File: config.mk
export PLATFORM = sky130hd
export DESIGN_NAME = rooted_in_tree_polynomial_count_unit_flat
export DESIGN_NICKNAME = d
export VERILOG_FILES = /design/src/rtl/ritpc_pkg.sv /design/src/rtl/ritpc_if.sv /design/src/rtl/ritpc_cfg.sv /design/src/rtl/ritpc_graph.sv /design/src/rtl/rooted_in_tree_polynomial_count_unit.sv /design/src/flat_wrapper.sv
export SDC_FILE = /design/constraint.sdc
export NUM_CORES = 1
export LEC_CHECK = 0
export BUFFER_PORTS_ARGS = -buffer_cell sky130_fd_sc_hd__buf_4
export CELL_PAD_IN_SITES_DETAIL_PLACEMENT = 2
export CELL_PAD_IN_SITES_GLOBAL_PLACEMENT = 2
export CORE_ASPECT_RATIO = 1.75
export CORE_MARGIN = 4
export CORE_UTILIZATION = 42
export DETAILED_ROUTE_END_ITERATION = 7
export PLACE_DENSITY = 0.85
export SYNTH_ARGS = -nofsm -noshare
export SYNTH_HDL_FRONTEND = slang
export SYNTH_SLANG_ARGS = --single-unit
export TNS_END_PERCENT = 10
File: constraint.sdc
create_clock -name clk -period 6.32 [get_ports clk]
set_clock_uncertainty 0.2 [all_clocks]
set_input_delay 0.632 -clock clk [delete_from_list [all_inputs] [get_ports clk]]
set_output_delay 0.632 -clock clk [all_outputs]
set_load 0.1 [all_outputs]
File: src/rtl/ritpc_pkg.sv
// ritpc_pkg: shared types, constants and graph helper functions for the
// in-tree polynomial count unit; no dependencies
`default_nettype none

package ritpc_pkg;

  localparam int NODES  = 8;
  localparam int NODE_W = 3;
  localparam int MAP_W  = NODES * NODE_W;
  localparam int COEF_W = 6;
  localparam int NUM_W  = 4;
  localparam int DATA_W = 32;
  localparam int ADDR_W = 3;

  localparam logic [NUM_W-1:0] NUM_STATES_RESET = 4'd8;
  localparam logic             REG_NUM_STATES   = 1'b0;

  typedef logic [NODE_W-1:0] node_t;
  typedef node_t [NODES-1:0] node_map_t;
  typedef logic [NODES-1:0]  node_set_t;

  typedef struct packed {
    node_set_t         rest;
    logic [NODE_W-1:0] j;
  } hit_t;

  // r(p) = outer(inner(p))
  function automatic node_map_t compose(node_map_t outer, node_map_t inner);
    node_map_t r;
    for (int p = 0; p < NODES; p++) begin
      r[p] = outer[inner[p]];
    end
    return r;
  endfunction

  // set of images of the members of s under f
  function automatic node_set_t image(node_map_t f, node_set_t s);
    node_set_t r;
    r = '0;
    for (int p = 0; p < NODES; p++) begin
      if (s[p]) begin
        r[f[p]] = 1'b1;
      end
    end
    return r;
  endfunction

endpackage

`default_nettype wire

File: src/rtl/ritpc_if.sv
// ritpc_item_if, ritpc_result_if: valid/ready channels of the count unit
// depends on ritpc_pkg
`default_nettype none

interface ritpc_item_if;
  logic                     valid;
  logic                     ready;
  logic [ritpc_pkg::MAP_W-1:0] first_map;
  logic [ritpc_pkg::MAP_W-1:0] second_map;

  modport source (output valid, first_map, second_map, input ready);
  modport sink (input valid, first_map, second_map, output ready);
endinterface

interface ritpc_result_if;
  logic                         valid;
  logic                         ready;
  logic [ritpc_pkg::NODE_W-1:0] root_state;
  logic [ritpc_pkg::COEF_W-1:0] coef_0;
  logic [ritpc_pkg::COEF_W-1:0] coef_1;
  logic [ritpc_pkg::COEF_W-1:0] coef_2;
  logic [ritpc_pkg::COEF_W-1:0] coef_3;
  logic [ritpc_pkg::COEF_W-1:0] coef_4;
  logic [ritpc_pkg::COEF_W-1:0] coef_5;
  logic [ritpc_pkg::COEF_W-1:0] coef_6;
  logic [ritpc_pkg::COEF_W-1:0] coef_7;
  logic                         last_root;

  modport source (output valid, root_state, coef_0, coef_1, coef_2, coef_3, coef_4,
                  coef_5, coef_6, coef_7, last_root, input ready);
  modport sink (input valid, root_state, coef_0, coef_1, coef_2, coef_3, coef_4,
                coef_5, coef_6, coef_7, last_root, output ready);
endinterface

`default_nettype wire

File: src/rtl/ritpc_cfg.sv
// ritpc_cfg: apb register block holding num_states
// depends on ritpc_pkg
`default_nettype none

module ritpc_cfg (
  input  wire logic                            clk,
  input  wire logic                            rst,
  input  wire logic                            psel,
  input  wire logic                            penable,
  input  wire logic                            pwrite,
  input  wire logic [ritpc_pkg::ADDR_W-1:0]    paddr,
  input  wire logic [ritpc_pkg::DATA_W-1:0]    pwdata,
  output logic      [ritpc_pkg::DATA_W-1:0]    prdata,
  output logic                                 pready,
  output logic      [ritpc_pkg::NUM_W-1:0]     num_states
);

  logic wr_num;

  assign pready = 1'b1;
  assign wr_num = psel && penable && pwrite && (paddr[2] == ritpc_pkg::REG_NUM_STATES);

  always_ff @(posedge clk) begin
    if (rst) begin
      num_states <= ritpc_pkg::NUM_STATES_RESET;
    end else if (wr_num) begin
      num_states <= pwdata[ritpc_pkg::NUM_W-1:0];
    end
  end

  always_comb begin
    prdata = '0;
    if (paddr[2] == ritpc_pkg::REG_NUM_STATES) begin
      prdata = {{(ritpc_pkg::DATA_W - ritpc_pkg::NUM_W){1'b0}}, num_states};
    end
  end

endmodule

`default_nettype wire

File: src/rtl/ritpc_graph.sv
// ritpc_graph: two-stage unit that checks one letter-choice mask per cycle
// for a single cycle and returns the counted roots; depends on ritpc_pkg
`default_nettype none

module ritpc_graph (
  input  wire logic                             clk,
  input  wire logic                             rst,
  input  wire logic                             issue,
  input  wire logic [ritpc_pkg::NODES-1:0]      mask,
  input  wire ritpc_pkg::node_map_t             tgt0,
  input  wire ritpc_pkg::node_map_t             tgt1,
  input  wire logic [ritpc_pkg::NUM_W-1:0]      n,
  output logic                                  busy,
  output logic                                  hit_valid,
  output ritpc_pkg::hit_t                       hit
);

  // stage 1: chosen map and its powers
  ritpc_pkg::node_map_t   g_c;
  ritpc_pkg::node_map_t   g2_c;
  ritpc_pkg::node_map_t   g4_c;
  logic [ritpc_pkg::NUM_W-1:0] z_c;

  ritpc_pkg::node_map_t   g;
  ritpc_pkg::node_map_t   g2;
  ritpc_pkg::node_map_t   g4;
  ritpc_pkg::node_set_t   mask1;
  logic [ritpc_pkg::NODE_W-1:0] j1;
  logic                   v1;

  // stage 2: cycle set and orbit of its least node
  ritpc_pkg::node_map_t   g8_c;
  ritpc_pkg::node_set_t   cyc_c;
  ritpc_pkg::node_set_t   s0_c;
  ritpc_pkg::node_set_t   s1_c;
  ritpc_pkg::node_set_t   s2_c;
  ritpc_pkg::node_set_t   s3_c;
  ritpc_pkg::hit_t        hit_c;

  always_comb begin
    z_c = '0;
    for (int p = 0; p < ritpc_pkg::NODES; p++) begin
      g_c[p] = mask[p] ? tgt1[p] : tgt0[p];
      z_c    = z_c + ritpc_pkg::NUM_W'(mask[p]);
    end
    g2_c = ritpc_pkg::compose(g_c, g_c);
    g4_c = ritpc_pkg::compose(g2_c, g2_c);
  end

  always_ff @(posedge clk) begin
    g     <= g_c;
    g2    <= g2_c;
    g4    <= g4_c;
    mask1 <= mask;
    j1    <= ritpc_pkg::NODE_W'(n - z_c - 4'd1);
    hit   <= hit_c;
  end

  always_comb begin
    g8_c  = ritpc_pkg::compose(g4, g4);
    cyc_c = ritpc_pkg::image(g8_c, '1);
    s0_c  = cyc_c & (~cyc_c + ritpc_pkg::NODES'(1));
    s1_c  = s0_c | ritpc_pkg::image(g, s0_c);
    s2_c  = s1_c | ritpc_pkg::image(g2, s1_c);
    s3_c  = s2_c | ritpc_pkg::image(g4, s2_c);
    hit_c.j    = j1;
    hit_c.rest = (s3_c == cyc_c) ? (cyc_c & ~mask1) : '0;
  end

  always_ff @(posedge clk) begin
    if (rst) begin
      v1        <= 1'b0;
      hit_valid <= 1'b0;
    end else begin
      v1        <= issue;
      hit_valid <= v1;
    end
  end

  assign busy = v1 || hit_valid;

endmodule

`default_nettype wire

File: src/rtl/rooted_in_tree_polynomial_count_unit.sv
// rooted_in_tree_polynomial_count_unit: top level with sequencer, per-root
// coefficient counters and output register; depends on ritpc_pkg, ritpc_if,
// ritpc_cfg and ritpc_graph
//
// One item is taken while the unit is idle. It then walks all 2^n letter-choice
// masks, one per cycle through the two-stage graph unit, and after a drain of
// the graph unit sends n results, one per root, at one per cycle when the sink
// keeps ready high. The mask walk through the single graph unit sets the pace of
// input transfers. num_states is read when an item is taken.
`default_nettype none

module rooted_in_tree_polynomial_count_unit #(
  parameter int MAX_STATES = 8
) (
  input  wire logic                          clk,
  input  wire logic                          rst,
  input  wire logic                          psel,
  input  wire logic                          penable,
  input  wire logic                          pwrite,
  input  wire logic [ritpc_pkg::ADDR_W-1:0]  paddr,
  input  wire logic [ritpc_pkg::DATA_W-1:0]  pwdata,
  output logic      [ritpc_pkg::DATA_W-1:0]  prdata,
  output logic                               pready,
  ritpc_item_if.sink                         item,
  ritpc_result_if.source                     result
);

  localparam int MASK_W = MAX_STATES + 1;
  localparam int Q_W    = (MAX_STATES > 1) ? $clog2(MAX_STATES) : 1;
  localparam logic [ritpc_pkg::NUM_W-1:0] MAX_N = ritpc_pkg::NUM_W'(MAX_STATES);

  localparam logic [1:0] ST_IDLE = 2'd0;
  localparam logic [1:0] ST_RUN  = 2'd1;
  localparam logic [1:0] ST_WAIT = 2'd2;
  localparam logic [1:0] ST_EMIT = 2'd3;

  logic [1:0]                   state;
  logic [ritpc_pkg::NUM_W-1:0]  num_states;
  logic [ritpc_pkg::NUM_W-1:0]  n_eff;
  logic [ritpc_pkg::NUM_W-1:0]  n_run;
  ritpc_pkg::node_map_t         tgt0;
  ritpc_pkg::node_map_t         tgt1;
  ritpc_pkg::node_map_t         tgt0_next;
  ritpc_pkg::node_map_t         tgt1_next;
  logic [MASK_W-1:0]            mask_cnt;
  logic                         last_mask;
  logic [Q_W-1:0]               q_cnt;
  logic                         last_q;
  logic                         accept;
  logic                         issue;
  logic                         busy;
  logic                         hit_valid;
  ritpc_pkg::hit_t              hit;
  logic                         load;

  logic [ritpc_pkg::COEF_W-1:0] cnt [MAX_STATES][ritpc_pkg::NODES];
  logic [ritpc_pkg::COEF_W-1:0] coef [ritpc_pkg::NODES];
  logic [ritpc_pkg::NODE_W-1:0] root;
  logic                         last_flag;
  logic                         out_valid;

  ritpc_cfg u_cfg (
    .clk        (clk),
    .rst        (rst),
    .psel       (psel),
    .penable    (penable),
    .pwrite     (pwrite),
    .paddr      (paddr),
    .pwdata     (pwdata),
    .prdata     (prdata),
    .pready     (pready),
    .num_states (num_states)
  );

  always_comb begin
    n_eff = num_states;
    if (num_states < 4'd2) begin
      n_eff = 4'd2;
    end else if (num_states > MAX_N) begin
      n_eff = MAX_N;
    end
  end

  // saturate targets, unused states point at node 0
  always_comb begin
    for (int p = 0; p < ritpc_pkg::NODES; p++) begin
      tgt0_next[p] = item.first_map[p*ritpc_pkg::NODE_W +: ritpc_pkg::NODE_W];
      tgt1_next[p] = item.second_map[p*ritpc_pkg::NODE_W +: ritpc_pkg::NODE_W];
      if ({1'b0, tgt0_next[p]} >= n_eff) begin
        tgt0_next[p] = ritpc_pkg::NODE_W'(n_eff - 4'd1);
      end
      if ({1'b0, tgt1_next[p]} >= n_eff) begin
        tgt1_next[p] = ritpc_pkg::NODE_W'(n_eff - 4'd1);
      end
      if (ritpc_pkg::NUM_W'(p) >= n_eff) begin
        tgt0_next[p] = '0;
        tgt1_next[p] = '0;
      end
    end
  end

  assign item.ready = (state == ST_IDLE);
  assign accept     = item.valid && item.ready;
  assign issue      = (state == ST_RUN);
  assign last_mask  = (mask_cnt == ((MASK_W'(1) << n_run) - MASK_W'(1)));
  assign last_q     = (ritpc_pkg::NUM_W'(q_cnt) == n_run - 4'd1);
  assign load       = (state == ST_EMIT) && (!out_valid || result.ready);

  ritpc_graph u_graph (
    .clk       (clk),
    .rst       (rst),
    .issue     (issue),
    .mask      (ritpc_pkg::NODES'(mask_cnt)),
    .tgt0      (tgt0),
    .tgt1      (tgt1),
    .n         (n_run),
    .busy      (busy),
    .hit_valid (hit_valid),
    .hit       (hit)
  );

  always_ff @(posedge clk) begin
    if (rst) begin
      state <= ST_IDLE;
    end else begin
      unique case (state)
        ST_IDLE: begin
          if (accept) begin
            state <= ST_RUN;
          end
        end
        ST_RUN: begin
          if (last_mask) begin
            state <= ST_WAIT;
          end
        end
        ST_WAIT: begin
          if (!busy) begin
            state <= ST_EMIT;
          end
        end
        ST_EMIT: begin
          if (load && last_q) begin
            state <= ST_IDLE;
          end
        end
        default: begin
          state <= ST_IDLE;
        end
      endcase
    end
  end

  always_ff @(posedge clk) begin
    if (accept) begin
      n_run    <= n_eff;
      tgt0     <= tgt0_next;
      tgt1     <= tgt1_next;
      mask_cnt <= '0;
      q_cnt    <= '0;
    end else begin
      if (issue) begin
        mask_cnt <= mask_cnt + MASK_W'(1);
      end
      if (load) begin
        q_cnt <= q_cnt + Q_W'(1);
      end
    end
  end

  // coefficient counters, one lane per root
  always_ff @(posedge clk) begin
    for (int q = 0; q < MAX_STATES; q++) begin
      if (accept) begin
        for (int j = 0; j < ritpc_pkg::NODES; j++) begin
          cnt[q][j] <= '0;
        end
      end else if (hit_valid && hit.rest[q]) begin
        cnt[q][hit.j] <= cnt[q][hit.j] + ritpc_pkg::COEF_W'(1);
      end
    end
  end

  always_ff @(posedge clk) begin
    if (load) begin
      root      <= ritpc_pkg::NODE_W'(q_cnt);
      last_flag <= last_q;
      for (int j = 0; j < ritpc_pkg::NODES; j++) begin
        coef[j] <= cnt[q_cnt][j];
      end
    end
  end

  always_ff @(posedge clk) begin
    if (rst) begin
      out_valid <= 1'b0;
    end else if (load) begin
      out_valid <= 1'b1;
    end else if (result.ready) begin
      out_valid <= 1'b0;
    end
  end

  assign result.valid      = out_valid;
  assign result.root_state = root;
  assign result.coef_0     = coef[0];
  assign result.coef_1     = coef[1];
  assign result.coef_2     = coef[2];
  assign result.coef_3     = coef[3];
  assign result.coef_4     = coef[4];
  assign result.coef_5     = coef[5];
  assign result.coef_6     = coef[6];
  assign result.coef_7     = coef[7];
  assign result.last_root  = last_flag;

endmodule

`default_nettype wire

File: src/flat_wrapper.sv
// flat-port wrapper written by rule: the top's interface ports become plain ports
module rooted_in_tree_polynomial_count_unit_flat 
#(
  parameter int MAX_STATES = 8
)
  (clk, rst, psel, penable, pwrite, paddr, pwdata, prdata, pready, item_valid, item_first_map, item_second_map, item_ready, result_valid, result_root_state, result_coef_0, result_coef_1, result_coef_2, result_coef_3, result_coef_4, result_coef_5, result_coef_6, result_coef_7, result_last_root, result_ready);
  ritpc_item_if item_i ();
  ritpc_result_if result_i ();
  input  wire logic clk;
  input  wire logic rst;
  input  wire logic psel;
  input  wire logic penable;
  input  wire logic pwrite;
  input  wire logic [ritpc_pkg::ADDR_W-1:0] paddr;
  input  wire logic [ritpc_pkg::DATA_W-1:0] pwdata;
  output logic      [ritpc_pkg::DATA_W-1:0] prdata;
  output logic pready;
  input wire logic [$bits(item_i.valid)-1:0] item_valid;
  input wire logic [$bits(item_i.first_map)-1:0] item_first_map;
  input wire logic [$bits(item_i.second_map)-1:0] item_second_map;
  output wire logic [$bits(item_i.ready)-1:0] item_ready;
  output wire logic [$bits(result_i.valid)-1:0] result_valid;
  output wire logic [$bits(result_i.root_state)-1:0] result_root_state;
  output wire logic [$bits(result_i.coef_0)-1:0] result_coef_0;
  output wire logic [$bits(result_i.coef_1)-1:0] result_coef_1;
  output wire logic [$bits(result_i.coef_2)-1:0] result_coef_2;
  output wire logic [$bits(result_i.coef_3)-1:0] result_coef_3;
  output wire logic [$bits(result_i.coef_4)-1:0] result_coef_4;
  output wire logic [$bits(result_i.coef_5)-1:0] result_coef_5;
  output wire logic [$bits(result_i.coef_6)-1:0] result_coef_6;
  output wire logic [$bits(result_i.coef_7)-1:0] result_coef_7;
  output wire logic [$bits(result_i.last_root)-1:0] result_last_root;
  input wire logic [$bits(result_i.ready)-1:0] result_ready;
  assign item_i.valid = item_valid;
  assign item_i.first_map = item_first_map;
  assign item_i.second_map = item_second_map;
  assign item_ready = item_i.ready;
  assign result_valid = result_i.valid;
  assign result_root_state = result_i.root_state;
  assign result_coef_0 = result_i.coef_0;
  assign result_coef_1 = result_i.coef_1;
  assign result_coef_2 = result_i.coef_2;
  assign result_coef_3 = result_i.coef_3;
  assign result_coef_4 = result_i.coef_4;
  assign result_coef_5 = result_i.coef_5;
  assign result_coef_6 = result_i.coef_6;
  assign result_coef_7 = result_i.coef_7;
  assign result_last_root = result_i.last_root;
  assign result_i.ready = result_ready;
  rooted_in_tree_polynomial_count_unit #(.MAX_STATES(MAX_STATES)) u_core (.clk(clk), .rst(rst), .psel(psel), .penable(penable), .pwrite(pwrite), .paddr(paddr), .pwdata(pwdata), .prdata(prdata), .pready(pready), .item(item_i), .result(result_i));
endmodule
### After elaboration in Yosys (flattened, before gate mapping)

Memories as Yosys holds them, arrays and structs flattened. A register that Yosys moved wholly into a read port is not among the register bits.
Index checks and enable logic that the tools add are counted.

* register bits after elaboration: 171
* latch bits: 0
* RAM bits: 432
* ROM bits: 0
* input bits: 90
* output and inout port bits: 87
* logic and storage cells: 1282
* memories: 2

Memories
* u_core.cnt: words 8, bits a word 48, rd ports 9, clocked after memory_dff 1, wr ports 8, RTL line rooted_in_tree_polynomial_count_unit.sv:56 `logic [ritpc_pkg::COEF_W-1:0] cnt [MAX_STATES][ritpc_pkg::NODES];`
* u_core.coef: words 8, bits a word 6, rd ports 8, clocked after memory_dff 0, wr ports 8, RTL line rooted_in_tree_polynomial_count_unit.sv:57 `logic [ritpc_pkg::COEF_W-1:0] coef [ritpc_pkg::NODES];`

* $add $sub $neg: 23
* multipliers: 0
* div/mod/pow operators: 0
* order comparisons: 108
* equal/unequal tests: 10
* shift operators: 1
* mux-type cells: 610
* bitwise logic cells: 421
* reduce and logical (&&, ||, !) cells: 53

Operator list (count)
* two-way mux 1 bit: 438
* two-way mux 48 bit: 8
* OR 1 bit: 384
* OR 8 bit: 31
* binary-select mux 3 bit (select 3 bit): 24
* < comparator 3 x 4 -> 1 bit (second input constant): 48
* two-way mux 8 bit: 24
* two-way mux 3 bit: 50
* binary-select mux 6 bit (select 3 bit): 8
* two-way mux 6 bit: 17
* demux 1 bit (select 3 bit): 32
* >= comparator 3 x 1 -> 1 bit (second input constant): 32
* >= comparator 3 x 4 -> 1 bit: 16
* adder 6 x 1 -> 6 bit (second input constant): 8
* logical AND 1 bit: 47
* demux 6 bit (select 3 bit): 1
* bitwise AND 8 bit: 2
* >= comparator 3 x 4 -> 1 bit (first input constant): 4
* NOT 8 bit: 2
* adder 3 x 1 -> 3 bit: 5
* two-way mux 4 bit: 3
* adder 9 x 1 -> 9 bit (second input constant): 1
* == test 9 bit: 1
* left shift 1 x 4 -> 9 bit (first input constant): 1
* other kinds (29): 39

### Depth between registers and ports, before layout

* depth after elaboration: 65
* depth in mapped cells: 24
* gate-level depth less buffers: 17

### Hierarchy

Synthesis repeated with hierarchy kept, for this count alone.

* cells, all modules: 3413
* area, all modules: 37131.9 um^2

Modules (own cells, without submodules)
* rooted_in_tree_polynomial_count_unit: times used 1, cells an instance 2042, area each 26654.3 um^2, seq. area each 15014.4 um^2
* ritpc_graph: times used 1, cells an instance 1318, area each 10030.9 um^2, seq. area each 1921.8 um^2
* ritpc_cfg: times used 1, cells an instance 53, area each 446.7 um^2, seq. area each 80.1 um^2

### Least setup slack after synthesis

OpenSTA, ideal clock, no wires.

* kind: register to register
* start: register u_core.u_graph.g4[13] (netlist name)
* end: register, netlist name u_core.u_graph.hit[10]
* library setup time: 79 ps
* arrival: 4724 ps
* data required time: 6041 ps
* path slack: 1317 ps
* cell stages (with the launch flop): 22
* path buffers: 4
* clock period less this slack: 5003 ps
* path through: dfxtp_1 > buf_2 > buf_2 > mux2i_1 > mux2i_1 > a21oi_1 > o32ai_1 > or4_1 > buf_2 > and3_1 > o211ai_1 > o41ai_1 > or3_1 > clkbuf_1 > and3_1 > nor4_1 > o2111ai_1 > a32o_1 > nor4_2 > xnor2_1 > nand4_2 > nor3_1

* word-level cells in the longest chain between the ends: 65
* elaborated cells between the ends (all ways): 121
* those cells by class: add/sub (1); order compare (18); eq/ne (1); mux (58); bitwise (34); reduce/logical (9)

RTL lines
* from (decl): RTL line ritpc_graph.sv:26 `ritpc_pkg::node_map_t g4;`
* from (signal assigned): RTL line ritpc_graph.sv:53 `g4 <= g4_c;`
* binary-select mux 3 bit (select 3 bit): RTL line ritpc_pkg.sv:31 `r[p] = outer[inner[p]];`
* two-way mux 3 bit (implied by the code): RTL line ritpc_pkg.sv:31
* < comparator 3 x 4 -> 1 bit (implied by the code) / >= comparator 3 x 1 -> 1 bit (equally long branches): RTL line ritpc_pkg.sv:42 `r[f[p]] = 1'b1;`
* logical AND 1 bit (implied by the code): RTL line ritpc_pkg.sv:42
* two-way mux 1 bit (implied by the code): RTL line ritpc_pkg.sv:42
* demux 1 bit (select 3 bit): RTL line ritpc_pkg.sv:42
* OR 8 bit (no line) (7 in a row)
* NOT 8 bit: RTL line ritpc_graph.sv:62 `s0_c = cyc_c & (~cyc_c + ritpc_pkg::NODES'(1));`
* [43 not listed]
* OR 8 bit (no line)
* two-way mux 8 bit: RTL line ritpc_pkg.sv:41 `if (s[p]) begin`
* OR 8 bit (no line)
* two-way mux 8 bit: RTL line ritpc_pkg.sv:41
* OR 8 bit (no line)
* two-way mux 8 bit: RTL line ritpc_pkg.sv:41
* OR 8 bit: RTL line ritpc_graph.sv:65 `s3_c = s2_c | ritpc_pkg::image(g4, s2_c);`
* == test 8 bit: RTL line ritpc_graph.sv:67 `hit_c.rest = (s3_c == cyc_c) ? (cyc_c & ~mask1) : '0;`

Parallel ways exist; a longest one is shown, timed or not. The select of a mux whose other input is x is not followed.
A chain may end at the register's enable or synchronous reset.

### Worst setup path after layout

* start: register u_core.u_graph.g4[22] (netlist name)
* end: register, netlist name u_core.u_graph.hit[5]

* word-level cells in the longest chain between the ends: 65
* elaborated cells between the ends (all ways): 121
* those cells by class: add/sub (1); order compare (18); eq/ne (1); mux (58); bitwise (34); reduce/logical (9)

RTL lines (RTL line)
* binary-select mux 3 bit (select 3 bit): ritpc_pkg.sv:31
* two-way mux 3 bit (implied by the code): ritpc_pkg.sv:31
* < comparator 3 x 4 -> 1 bit (implied by the code) / >= comparator 3 x 1 -> 1 bit (equally long branches): ritpc_pkg.sv:42
* logical AND 1 bit (implied by the code): ritpc_pkg.sv:42
* two-way mux 1 bit (implied by the code): ritpc_pkg.sv:42
* demux 1 bit (select 3 bit): ritpc_pkg.sv:42
* OR 8 bit (no line) (7 in a row)
* NOT 8 bit: ritpc_graph.sv:62
* [43 not listed]
* OR 8 bit (no line)
* two-way mux 8 bit: ritpc_pkg.sv:41
* OR 8 bit (no line)
* two-way mux 8 bit: ritpc_pkg.sv:41
* OR 8 bit (no line)
* two-way mux 8 bit: ritpc_pkg.sv:41
* OR 8 bit: ritpc_graph.sv:65
* == test 8 bit: ritpc_graph.sv:67

Parallel ways exist; a longest one is shown, timed or not. The select of a mux whose other input is x is not followed.

==> summary.txt <==
Status
  – Status: complete, no violations

Setup path
  – WS Path Type: flop to flop
  – Worst setup EP type: flop
  – Startpoint Class: flop
  – Critical path required time: 6.69 ns
  – Arr. time, crit path: 6.61 ns
  – CP Max Fanout: 8

Timing
  – F_max: 160.2 MHz
  – Final Hold Fails: 0
  – Slew margin rel.: 0.1858
  – Final Max Tran Viols: 0
  – Final setup viols: 0
  – Fin crit share: 0.9874
  – Unrepaired setup endpoints after global routing: true
  – Setup ws final: 0.07962 ns
  – Fin crit period: 6.240 ns
  – Measured slew at the worst slew-check pin: 1.221 ns

Drt
  – Router iterations before antenna repair: 6
  – Post-route DRC: 0
  – Antenna viol nets, final: 0
  – Post-Route WL: 166,000 um
  – Vias: 31,430
  – Via density: 6.773
  – Initial DRC Count: 2,920
  – Avg WL per Cell: 35.76 um

Finish
  – Fill count: 8,583
  – Layout cell share with drive strength beyond 1: 0.1943
  – Most frequent cells in the layout: nor2_1 (504), edfxtp_1 (488), buf_4 (316)
  – Nets: 3,680
  – FF/Latch Area: 17,050 um^2
  – Multi-input gate area: 17,330 um^2
  – P&R area growth vs syn: 14.41%
  – Most common cell after layout, fill and taps aside: nor2_1
  – Finished Cell Area: 40,810 um^2

Floorplanning
  – Ports: 177
  – Core area: 84,330 um^2
  – Chip height: 393.5 um
  – Die area: 89,840 um^2
  – # rows: 141
  – Initial Util: 0.4230
  – DIE WIDTH: 228.3 um

Logic synthesis
  – Yosys reg bits: 606
  – EDFF count, synth: 488
  – Post-Syn Area: 35,670 um^2
  – Async SR Flop Fraction: 0
  – Proportion of synthesized area in mux cells: 0.1299
  – Post-Synth Adder-Cell Area: 0.02911
  – Cells after Synth: 3,359
  – Post-Synth XOR/XNOR Area: 0.01571
  – Seq/Total Area, Yosys: 0.4770
  – Primary FF master, synth: edfxtp_1
  – Avg Cell Area, Syn: 10.62 um^2
  – Share of synthesized cell area in and, or, nand and nor gates: 0.1728
  – YS warnings: 0
  – Yosys cell types: 105
  – Main combinational cell family by area after synthesis: simple AND/OR/NAND/NOR gates
  – Synth Area in Compound Gates: 0.1285

Clock network
  – CTS tree: built
  – CTS Buf Count: 59
  – H-tree lvl count: 2
  – Clock Pin Slew Worst Setup and Hold Paths: 0.07 ns
  – CTS max path bufs: 3
  – Clock tree sinks: 606
  – Worst-skew pair later-pin latency: 0.71 ns
  – Root Buffer: clkbuf_16

Placed design
  – Port-buffer cells: 117
  – Final GP Congestion: 1.035
  – Detailed Place HPWL: 122,400 um
  – Placed cell areas: 38,480 um^2
  – Pre-CTS setup slack: -0.3821 ns

Global route
  – Total GRT Usage: 0.3561
  – GRT overflow: 0
  – First-pass GRT wire length: 238,900 um
  – Number of antenna violations at the first check in global routing: 15
  – Pin count of the biggest net entering global routing: 97
  – Vias in the first global route: 33,960

Run
  – Max Cap Viol: 0

Min path
  – Min-Delay Path Class: input port to flop
## critical path, cell delays in order (launching register included)
cell       delay [ns]
dfxtp_1          0.58
buf_4            0.23
nor2b_1          0.07
a221oi_1         0.46
o221ai_2         0.22
o32a_1           0.40
o211ai_1         0.25
buf_4            0.21
nor2_1           0.10
and4b_1          0.19
or4_4            0.50
nor4b_4          0.36
buf_12           0.17
or4bb_1          0.15
o2111ai_1        0.17
or2_2            0.42
a32o_1           0.35
nor4_2           0.28
buf_4            0.20
xor2_1           0.17
nand3_2          0.23
nor3_2           0.23
## final cells by class
cell class / count / area share
sequential: 606 / 0.4177
inverter: 112 / 0.01030
multi-input combinational: 2400 / 0.4246
clock inverter: 23 / 0.006745
timing repair buffer: 331 / 0.06450
clock buffer: 89 / 0.04280
antenna: 8 / 0.0004905
tap: 1072 / 0.03287
## synthesized netlist by cell type, types with 9 or more instances
library cell	n	area [um^2]
nor3_1	47	235.2
nand3b_1	15	112.6
and3_1	98	613.1
o21ai_1	14	70.07
clkinv_1	10	37.54
a221oi_1	13	113.9
xnor2_1	40	350.3
a211oi_1	15	112.6
dfxtp_1	118	2362
a32oi_1	18	157.7
o32ai_1	11	96.34
buf_1	19	71.32
ha_1	75	938.4
inv_1	102	382.9
buf_2	43	215.2
buf_4	42	315.3
mux2i_1	131	1311
mux4_2	117	2635
nand4b_1	17	148.9
nor2_1	507	1903
or2_2	10	62.56
nand4_1	63	394.1
nand2_1	283	1062
nand2b_1	36	225.2
o211ai_1	47	352.8
clkbuf_1	160	600.6
nor4_1	16	100.1
nand3_1	68	340.3
edfxtp_1	488	14650
o21ai_0	88	440.4
a21oi_1	83	415.4
mux2_2	60	675.7
a22oi_1	196	1471
a31oi_1	18	112.6
nor2b_1	29	181.4
o311ai_0	9	78.83
and2_1	13	81.33
xor2_1	24	210.2
a21o_1	16	120.1
## through the flow
stage          hold WS [ns]  cells    TNS (ns)    util
5_1_grt             0.02759   4633     -0.2675  0.4837
4_1_cts            0.001898   4627           0  0.4818
2_1_floorplan        0.1096   3386           0       -
6_report            0.02982   4641           0  0.4840
3_5_place_dp         0.1179   4510      -2.752  0.4563
3_3_place_gp         0.1162   4510  -0.0008469  0.4563
## logic make-up after synthesis
logic type	Yosys count
and+or+nand+nor	1278
AOI/OAI and AO/OA	640
DFF	606
buffers and inverters	380
muxes	309
adders and majority gates	80
xor gates and xnor gates	64
other	2
## flip-flops by register name, indices dropped and copies added, names as in the netlist, 8 cells and up, named ones only
signal,count
u_core.cnt,384
u_core.coef,48
u_core.mask_cnt,9
u_core.tgt0,24
u_core.tgt1,24
u_core.u_graph.g,24
u_core.u_graph.g2,24
u_core.u_graph.g4,24
u_core.u_graph.hit,11
u_core.u_graph.mask1,8
## worst paths after layout
| check | startpoint | depth (start not counted) | slack (ns) | endpoint |
|---|---|---|---|---|
| max reg2reg | u_core.u_graph.g4[22] | 21 | 0.08 | u_core.u_graph.hit[5] |
| max | u_core.u_graph.g4[22] | 21 | 0.08 | u_core.u_graph.hit[5] |
| min | rst | 2 | 0.03 | u_core.result.valid |
| min reg2reg | u_core.u_graph.j1[2] | 0 | 0.13 | u_core.u_graph.hit[2] |
## routing by layer
layer  GRT usage  routed length, um  share of wire  vias up
li1            -                  -              -    12930
met1      0.3576              53030           0.32    16050
met2      0.6436              84620           0.51     1768
met3     0.05190              10290          0.062      681
met4      0.2991              17960           0.11        6
met5           0                 47        0.00028        -
## timing repair
action | CTS | global route
gates resized for setup | 24 | 23
pin swaps | 2 | 6
hold buffers | 4 | 0
setup buffers | 1 | 6
endpoints found under the hold margin | 4 | 0
endpoints found under the setup margin | 8 | 8
Power is left out: the tool's default activity adds up to more than one toggle a clock period on the data nets, which glitch-free logic cannot reach.
